<file path="src/design/pau_pkg.sv">
`default_nettype none

package pau_pkg;

	// Most result items one input item can produce
	localparam int unsigned RES_MAX = 5;
	localparam int unsigned RES_CNT_W = $clog2(RES_MAX + 1);

	localparam logic [7:0] CH_PCT  = 8'h25;   // '%'
	localparam logic [7:0] CH_AMP  = 8'h26;   // '&'
	localparam logic [7:0] CH_ZERO = 8'h30;   // '0'
	localparam logic [7:0] CH_NINE = 8'h39;   // '9'
	localparam logic [7:0] HEX_LC_BASE = 8'h57; // 'a' - 10
	localparam logic [7:0] LC_BIT = 8'h20;

	typedef enum logic [1:0] {
		KIND_NONE = 2'd0,
		KIND_PCT  = 2'd1,
		KIND_AMP  = 2'd2
	} pau_kind_t;

	typedef struct packed {
		logic [7:0] in_char;
		logic       in_last;
	} pau_in_t;

	typedef struct packed {
		logic [7:0] out_byte;
		logic       out_last;
	} pau_out_t;

	// Pending escape sequence
	typedef struct packed {
		pau_kind_t  kind;
		logic [1:0] matched;  // hex digits after '%', or chars of "amp;" after '&'
		logic [7:0] held;     // first hex digit after '%'
	} pau_state_t;

	localparam pau_state_t STATE_CLEAR = '{kind: KIND_NONE, matched: 2'd0, held: 8'd0};

	// Characters that must follow '&' to form "&amp;"
	function automatic logic [7:0] amp_tail(input logic [1:0] idx);
		logic [7:0] ch;
		unique case (idx)
			2'd0:    ch = 8'h61;  // 'a'
			2'd1:    ch = 8'h6d;  // 'm'
			2'd2:    ch = 8'h70;  // 'p'
			default: ch = 8'h3b;  // ';'
		endcase
		return ch;
	endfunction

	function automatic logic is_hex(input logic [7:0] c);
		return ((c >= CH_ZERO) && (c <= CH_NINE)) ||
		       ((c >= 8'h61) && (c <= 8'h66)) ||
		       ((c >= 8'h41) && (c <= 8'h46));
	endfunction

	function automatic logic [3:0] nib_value(input logic [7:0] c);
		logic [7:0] t;
		if (c <= CH_NINE) begin
			t = c - CH_ZERO;
		end else begin
			t = (c | LC_BIT) - HEX_LC_BASE;
		end
		return t[3:0];
	endfunction

endpackage

`default_nettype wire

</file>
<file path="src/design/pau_step.sv">
`default_nettype none

// Decode of one item against the pending sequence: result list and next state
module pau_step
	import pau_pkg::*;
(
	input  wire pau_state_t                 state,
	input  wire pau_in_t                    item,
	output pau_state_t                      state_nxt,
	output pau_out_t [RES_MAX-1:0]          res,
	output logic [RES_CNT_W-1:0]            res_cnt
);

	logic [7:0]           c;
	logic                 last;
	logic                 pct_hex;
	logic                 amp_match;
	logic                 complete;
	logic                 cont;
	logic                 special;
	logic                 pending;
	logic [RES_CNT_W-1:0] n0;
	logic [7:0]           decoded;
	logic [7:0]           slot;

	assign c    = item.in_char;
	assign last = item.in_last;

	// Classify the item against what is pending
	always_comb begin
		pending   = (state.kind == KIND_PCT) || (state.kind == KIND_AMP);
		pct_hex   = (state.kind == KIND_PCT) && is_hex(c);
		amp_match = (state.kind == KIND_AMP) && (c == amp_tail(state.matched));
		complete  = (pct_hex && (state.matched != 2'd0)) ||
		            (amp_match && (state.matched == 2'd3));
		cont      = (pct_hex && (state.matched == 2'd0)) ||
		            (amp_match && (state.matched != 2'd3));
		special   = (c == CH_PCT) || (c == CH_AMP);
		n0        = pending ? (RES_CNT_W'(state.matched) + RES_CNT_W'(1)) : '0;
		decoded   = {nib_value(state.held), nib_value(c)};
	end

	// Result count and next state
	always_comb begin
		state_nxt = STATE_CLEAR;
		if (complete) begin
			res_cnt = RES_CNT_W'(1);
		end else if (cont) begin
			res_cnt = last ? (n0 + RES_CNT_W'(1)) : '0;
			if (!last) begin
				state_nxt.kind    = state.kind;
				state_nxt.matched = state.matched + 2'd1;
				state_nxt.held    = (state.kind == KIND_PCT) ? c : state.held;
			end
		end else begin
			// mismatch or nothing pending: held bytes, then the item afresh
			res_cnt = (!special || last) ? (n0 + RES_CNT_W'(1)) : n0;
			if (special && !last) begin
				state_nxt.kind = (c == CH_PCT) ? KIND_PCT : KIND_AMP;
			end
		end
	end

	// Result slots: decoded byte, or held bytes in arrival order, then the item
	always_comb begin
		for (int i = 0; i < RES_MAX; i++) begin
			if (complete) begin
				slot = (state.kind == KIND_PCT) ? decoded : CH_AMP;
			end else if (RES_CNT_W'(i) >= n0) begin
				slot = c;
			end else if (i == 0) begin
				slot = (state.kind == KIND_PCT) ? CH_PCT : CH_AMP;
			end else begin
				slot = (state.kind == KIND_PCT) ? state.held : amp_tail(2'(i - 1));
			end
			res[i].out_byte = slot;
			res[i].out_last = last && (RES_CNT_W'(i) == (res_cnt - RES_CNT_W'(1)));
		end
	end

endmodule

`default_nettype wire

</file>
<file path="src/design/percent_and_amp_unescaper_unit.sv">
`default_nettype none

// Channel  | Signals                       | Item
// ---------+-------------------------------+----------------------------
// src      | src_valid src_ready src_data  | pau_in_t  {in_char, in_last}
// dst      | dst_valid dst_ready dst_data  | pau_out_t {out_byte, out_last}
//
// One item per cycle while each item yields at most one result byte.
// An item yielding n results (up to 5, on a mismatch flush) holds the
// decode stage while the result buffer drains, one byte per dst handshake.
// Reset clears the pending sequence and both stages; no clearing pass.
// dst stalls back up through the decode stage to src_ready.
module percent_and_amp_unescaper_unit
	import pau_pkg::*;
(
	input  wire        clk,
	input  wire        arst_n,
	input  wire        src_valid,
	output logic       src_ready,
	input  wire pau_in_t  src_data,
	output logic       dst_valid,
	input  wire        dst_ready,
	output pau_out_t   dst_data
);

	logic                 valid_s1;
	pau_in_t              item_s1;
	pau_state_t           state_q;
	pau_state_t           state_nxt;
	pau_out_t [RES_MAX-1:0] res;
	logic [RES_CNT_W-1:0] res_cnt;
	pau_out_t             rbuf_q [RES_MAX];
	logic [RES_CNT_W-1:0] cnt_q;
	logic                 pop;
	logic                 consume;

	// Decode logic
	pau_step u_step (
		.state     (state_q),
		.item      (item_s1),
		.state_nxt (state_nxt),
		.res       (res),
		.res_cnt   (res_cnt)
	);

	// Handshake
	assign pop       = dst_valid && dst_ready;
	assign consume   = valid_s1 && ((cnt_q == '0) || ((cnt_q == RES_CNT_W'(1)) && dst_ready));
	assign src_ready = !valid_s1 || consume;
	assign dst_valid = (cnt_q != '0);
	assign dst_data  = rbuf_q[0];

	// Input stage and pending-sequence state
	always_ff @(posedge clk or negedge arst_n) begin
		if (!arst_n) begin
			valid_s1 <= 1'b0;
			state_q  <= STATE_CLEAR;
		end else begin
			if (src_ready) begin
				valid_s1 <= src_valid;
			end
			if (consume) begin
				state_q <= state_nxt;
			end
		end
	end

	always_ff @(posedge clk) begin
		if (src_valid && src_ready) begin
			item_s1 <= src_data;
		end
	end

	// Result buffer: load a whole list, shift out one item per pop
	always_ff @(posedge clk or negedge arst_n) begin
		if (!arst_n) begin
			cnt_q <= '0;
		end else if (consume) begin
			cnt_q <= res_cnt;
		end else if (pop) begin
			cnt_q <= cnt_q - RES_CNT_W'(1);
		end
	end

	always_ff @(posedge clk) begin
		if (consume) begin
			for (int i = 0; i < RES_MAX; i++) begin
				rbuf_q[i] <= res[i];
			end
		end else if (pop) begin
			for (int i = 0; i < RES_MAX - 1; i++) begin
				rbuf_q[i] <= rbuf_q[i+1];
			end
		end
	end

	// Checks
	a_cnt_range: assert property (@(posedge clk) disable iff (!arst_n)
		cnt_q <= RES_CNT_W'(RES_MAX))
		else $error("result buffer count out of range");

	a_s1_hold: assert property (@(posedge clk) disable iff (!arst_n)
		valid_s1 && !consume |=> valid_s1 && $stable(item_s1))
		else $error("decode stage item lost while stalled");

	a_last_clears: assert property (@(posedge clk) disable iff (!arst_n)
		consume && item_s1.in_last |=> state_q.kind == KIND_NONE)
		else $error("pending sequence survives final item");

	a_pct_depth: assert property (@(posedge clk) disable iff (!arst_n)
		state_q.kind == KIND_PCT |-> state_q.matched <= 2'd1)
		else $error("more than one hex digit held");

endmodule

`default_nettype wire
</file>
<file path="config.mk">
export PLATFORM = sky130hd
export DESIGN_NAME = percent_and_amp_unescaper_unit
export DESIGN_NICKNAME = d
export VERILOG_FILES = /design/src/design/pau_pkg.sv /design/src/design/pau_step.sv /design/src/design/percent_and_amp_unescaper_unit.sv
export SDC_FILE = /design/constraint.sdc
export NUM_CORES = 1
export LEC_CHECK = 0
export BUFFER_PORTS_ARGS = -buffer_cell sky130_fd_sc_hd__clkbuf_2
export CORE_MARGIN = 8
export CORE_UTILIZATION = 55
export DETAILED_ROUTE_END_ITERATION = 8
export PLACE_DENSITY_LB_ADDON = 0.3
export SLEW_MARGIN = 20
export SYNTH_ARGS = -nofsm -noshare
export SYNTH_HDL_FRONTEND = slang
export SYNTH_SLANG_ARGS = --single-unit
</file>
<file path="constraint.sdc">
create_clock -name clk -period 4 [get_ports clk]
set_clock_uncertainty 0.2 [all_clocks]
set_input_delay 0.4 -clock clk [delete_from_list [all_inputs] [get_ports clk]]
set_output_delay 0.4 -clock clk [all_outputs]
set_load 0.05 [all_outputs]
</file>
# Word level (Yosys, flattened, before mapping)
# Memories as Yosys holds them, arrays and structs flattened.
# Index checks and enable logic that the tools add are counted.
[op_classes]
add_sub_neg = 9
order_cmp = 12
eq_ne = 16
mux = 42
n_bitwise = 4
n_reduce_logical = 39
[ops]
columns = ["operator", "count"]
rows = [
  ["8-bit 2-to-1 mux", 16],
  ["9-bit 2-to-1 mux", 4],
  ["12-bit 2-to-1 mux", 2],
  ["3-bit 2-to-1 mux", 7],
  ["7-bit case mux with 3 select lines", 1],
  ["1-bit logical AND", 19],
  ["8-bit by 6-bit == test with 1-bit output (second input constant)", 2],
  ["8-bit by 7-bit greater-or-equal comparator with 1-bit output (second input constant)", 2],
  ["8-bit by 6-bit less-or-equal comparator with 1-bit output (second input constant)", 2],
  ["8-bit by 7-bit less-or-equal comparator with 1-bit output (second input constant)", 2],
  ["10-bit 2-to-1 mux", 1],
  ["1-bit logical OR", 9],
  ["8-bit by 7-bit == test with 1-bit output", 1],
  ["8-bit by 6-bit greater-or-equal comparator with 1-bit output (second input constant)", 1],
  ["2-bit 2-to-1 mux", 4],
  ["4-bit 2-to-1 mux", 2],
  ["4-bit by 1-bit subtractor with 4-bit output (second input constant)", 2],
  ["4-bit by 3-bit subtractor with 4-bit output (second input constant)", 2],
  ["2-bit == test (second input constant)", 3],
  ["2-bit by 3-bit == test with 1-bit output (first input constant)", 2],
  ["1-bit by 3-bit greater-or-equal comparator with 1-bit output (first input constant)", 2],
  ["2-bit by 3-bit greater-or-equal comparator with 1-bit output (first input constant)", 2],
  ["3-bit zero test", 2],
  ["3-bit by 1-bit subtractor with 3-bit output (second input constant)", 2],
  ["other kinds (18)", 30],
]
[totals]
ff_bits = 25
ramBits = 45
in_bits = 13
output_inout_bits = 11
wordCells = 130
memories = 1
[mem_list]
columns = ["memory", "words", "word_bits", "read_ports", "rd_clocked_by_memory_dff", "write_ports", "line", "rtl"]
rows = [
  ["rbuf_q", 5, 9, 5, 0, 5, "percent_and_amp_unescaper_unit.sv:32", "pau_out_t rbuf_q [RES_MAX];"],
]

# Logic depth before layout (Yosys ltp)
[logic_depth]
depth_word = 13
depth_mapped = 12

# Cells and area by module
# Synthesis repeated with hierarchy kept, for this count alone.
[hier_totals]
cells_unflattened = 472
area_unflattened_um2 = 4843.4
[by_module_without_submodules]
columns = ["module", "instances", "cells_per_inst", "area_per_inst_um2", "seq_area_each_um2"]
rows = [
  ["percent_and_amp_unescaper_unit", 1, 169, 2927.8, 2021.9],
  ["pau_step", 1, 303, 1915.6, 0.0],
]

# Worst setup path after synthesis
# Ideal clock, no wire load.
[synth_path]
path_kind = "reg-to-reg"
startpoint = "reg cnt_q[0]"
endpoint = "reg item_s1[0] (netlist bit), enable pin"
arrival_time_ns = 2.340
setup_slack_ns = 1.122
path_stages_with_launch = 6
synth_period_minus_slack_ns = 2.878
path_cell_list = "dfrtp_1 -> inv_1 -> ha_1 -> a21oi_1 -> o21ai_0 -> and2_1"
[synth_between]
elab_chain_len = 6
[synth_lines]
columns = ["element", "line", "rtl"]
rows = [
  ["start: declaration", "percent_and_amp_unescaper_unit.sv:33", "logic [RES_CNT_W-1:0] cnt_q;"],
  ["start signal: assignment", "percent_and_amp_unescaper_unit.sv:79", "cnt_q <= res_cnt;"],
  ["start signal: assignment", "percent_and_amp_unescaper_unit.sv:81", "cnt_q <= cnt_q - RES_CNT_W'(1);"],
  ["3-bit by 1-bit == test with 1-bit output", "percent_and_amp_unescaper_unit.sv:48", "assign consume = valid_s1 && ((cnt_q == '0) || ((cnt_q == RES_CNT_W'(1)) && dst_ready));"],
  ["1-bit logical AND", "percent_and_amp_unescaper_unit.sv:48", ""],
  ["1-bit logical OR (*)", "percent_and_amp_unescaper_unit.sv:48", ""],
  ["1-bit logical AND (*)", "percent_and_amp_unescaper_unit.sv:48", ""],
  ["1-bit logical OR (*)", "percent_and_amp_unescaper_unit.sv:49", "assign src_ready = !valid_s1 || consume;"],
  ["net src_ready", "percent_and_amp_unescaper_unit.sv:19", "output logic src_ready,"],
  ["1-bit logical AND (*)", "percent_and_amp_unescaper_unit.sv:69", "if (src_valid && src_ready) begin"],
  ["end signal: assignment", "percent_and_amp_unescaper_unit.sv:70", "item_s1 <= src_data;"],
  ["end: declaration", "percent_and_amp_unescaper_unit.sv:27", "pau_in_t item_s1;"],
]
# The timed path passes the listed nets; every way through them passes the cells marked *.
# A chain may end at the register's enable or synchronous reset.

==> flow_summary.ini <==
[clock_tree]
cts_buffer_depth = 2
cts_max_level = 3
cts_root_buffer = clkbuf_8
post_cts_resize_count = 0
cts_tree = built
cts.sinks = 70
clk-insertion-delay-late_ns = 0.35
cts_buffers = 9
postCtsSetupBuffers = 0
clkTransAtPathRegs_ns = 0.07
hold_buffers = 1

[yosys]
syn_nets = 504
ys_top_cells_by_area = edfxtp_1, dfrtp_1, ha_1
syn-cell-area_um2 = 4420
postSynthAreaPerCell_um2 = 9.41
synth-edff-count = 54
ys_warn_count = 0
synth_cell_types = 55
synthCells = 470
yosysTopAreaCell = edfxtp_1
synth_top_area_share_pct = 36.7
synth_ff_type = edfxtp_1
yosysSeqAreaShare_pct = 45.7
async_flop_share_pct = 22.9
ys_seq_elements = 70

[floorplanning]
num_io_pins = 24
die_w_um = 106
rows = 32
initial_core_util_pct = 56.9
dieArea_um2 = 11200
coreArea_um2 = 7770
die_h_um = 106

[sta]
finalSetupViolCount = 0
rsz0062_at_grt = no
fmax_ghz = 0.316
final_max_slew_viol_count = 0
max_slew.worst_pin.slew_ns = 0.953
setup_tns_ns = 0
min_period_over_period_pct = 79.2
period_minus_slack_ns = 3.17
slew_headroom_pct = 35.9
finalHoldViolations = 0

[placed_design]
placedCellCount = 565
placement.io_buffers = 23
dp_hpwl_um = 7370
place.gp.congestion = 0.915
place_area_um2 = 4530

[global_routing]
grt_max_degree = 38
grt_first_pass_wirelength_um = 17400
grt_use_total_pct = 19.4
antenna_found_initial = 0
overflow = 0
grt_pass1_vias = 3405

[routing]
drc_errors = 0
drt_iter0_drc = 298
wl_um = 10500
vias = 3570
vias_per_cell = 6.13
avgRoutedWirePerCell_um = 18.0
dr.pass1.iters = 5
ant_nets = 0

[pwr]
p_leak_nw = 1.79
pwr_density_cell_nw_per_um2 = 607
vdd_drop_max_uv = 257

[layout]
finalNonFillerCells = 582
final_common_cell = nand2_1
mostFrequentLayoutCells = nand2_1, edfxtp_1, nor2_1, o21ai_0, a21oi_1
drive_gt1_share_pct = 13.1
final_util_pct = 60.6
nets = 509
area_growth_syn_to_layout_pct = 6.34
n_antenna_cell = 0
fillers = 690
fin_area_um2 = 4700

[hold_path]
hp-class = in -> reg
min_from = src_data[0]

[setup_path]
r2r-end = rbuf_q[0][30]
start_kind = flip-flop
cp_data_arrival_time_ns = 3.07
cp-end-kind = flip-flop
critPathRequiredTime_ns = 3.90
rr_startpoint = item_s1[1]
rrSetupSlack_ns = 0.83
r2r_cells = 9
cp_slowest_cell = edfxtp_1
cp_common_cell = a21oi_1
cp_max_fo = 27
cp_cell_sequence = inv_1 -> ha_1 -> o21bai_1 -> a21oi_1 -> a32oi_2 -> o21a_1 -> buf_4 -> a21oi_1 -> o32a_1
critPathMaxStageDelay_ns = 0.65
cp-endpoint = rbuf_q[0][30]
startpoint = item_s1[1]
critPathKind = reg -> reg

[job]
drv_cap = 0

[status]
status = finished, final reports clean
-- metrics by stage --
| step | power (mW) | hold WS, ns | setup WS [ns] |
|---|---|---|---|
| 5_1_grt | 3.04 | 0.00321 | 0.617 |
| 2_1_floorplan | 2.15 | -0.0956 | 1.12 |
| 3_3_place_gp | 2.34 | 0.158 | 0.955 |
| 4_1_cts | 2.87 | 0.00887 | 0.866 |
| 6_report | 2.85 | 0.0174 | 0.832 |
| 3_5_place_dp | 2.38 | 0.160 | 0.871 |
-- power by group --
part | internal (mW) | switching (mW) | total (mW)
Sequential | 1.16 | 0.143 | 1.31
Clock | 0.223 | 0.273 | 0.496
Combinational | 0.322 | 0.729 | 1.05
-- layer usage --
layer  share of wire (%)  up-vias  wire (um)  track usage (%)
li1                    -     1701          -                -
met1                  46     1696       4800             26.4
met2                  44      158       4610             29.1
met3                 8.2       15        863             4.32
met4                 1.9        0        201             8.44
met5                   0        -          0                0
-- cell families after synthesis --
kind of cell / Yosys count / synth area share, %
flip-flops: 70 / 45.7
AND/OR/NAND/NOR: 155 / 16.0
AO/OA/AOI/OAI: 148 / 22.2
adder cells (fa/ha/maj): 21 / 5.94
multiplexers: 6 / 1.44
XOR/XNOR: 11 / 2.18
buffers and inverters: 59 / 6.59
-- cell type report --
type / count / area (um2) / area share [%]
clock buffers: 10 / 128 / 2.71
clock inverters: 6 / 37.5 / 0.798
inverters: 19 / 71.3 / 1.52
multi-input cells: 341 / 2120 / 45.0
flip-flops and latches: 70 / 2020 / 43.0
well taps: 102 / 128 / 2.71
repair buffers: 34 / 200 / 4.26
-- worst min path at each step --
stage / depth (start not counted) / slack (ns) / to
2_1_floorplan: 0 / -0.1 / cnt_q[0]
3_3_place_gp: 1 / 0.16 / state_q[8]
3_5_place_dp: 1 / 0.16 / state_q[9]
4_1_cts: 1 / 0.009 / item_s1[0]
5_1_grt: 1 / 0.003 / item_s1[4]
6_report: 1 / 0.02 / item_s1[0]
-- cells in the mapped netlist (all sizes together), types with 6 or more instances --
master	count
nand2	56
edfxtp	54
nor2	47
o21ai	45
a21oi	35
buf	22
ha	21
inv	19
clkbuf	18
dfrtp	16
nand3	11
a31oi	9
a32o	9
o22a	8
nor2b	7
nor3	7
xnor2	7
a211oi	6
nand2b	6
o211ai	6
o31ai	6
-- worst max-delay path: cells and delay by family, from the launching register on --
family	cells	cell delay, ns
AOI/OAI and AO/OA	6	1.34
adders and majority gates	1	0.25
buffers and inverters	2	0.47
DFF	1	0.65
-- registers in the layout (all words and copies together) (netlist names) --
name	cells
item_s1	9
valid_s1	1
state_q	12
cnt_q	3
rbuf_q	45
No activity file was read; power rests on OpenSTA's default activity.
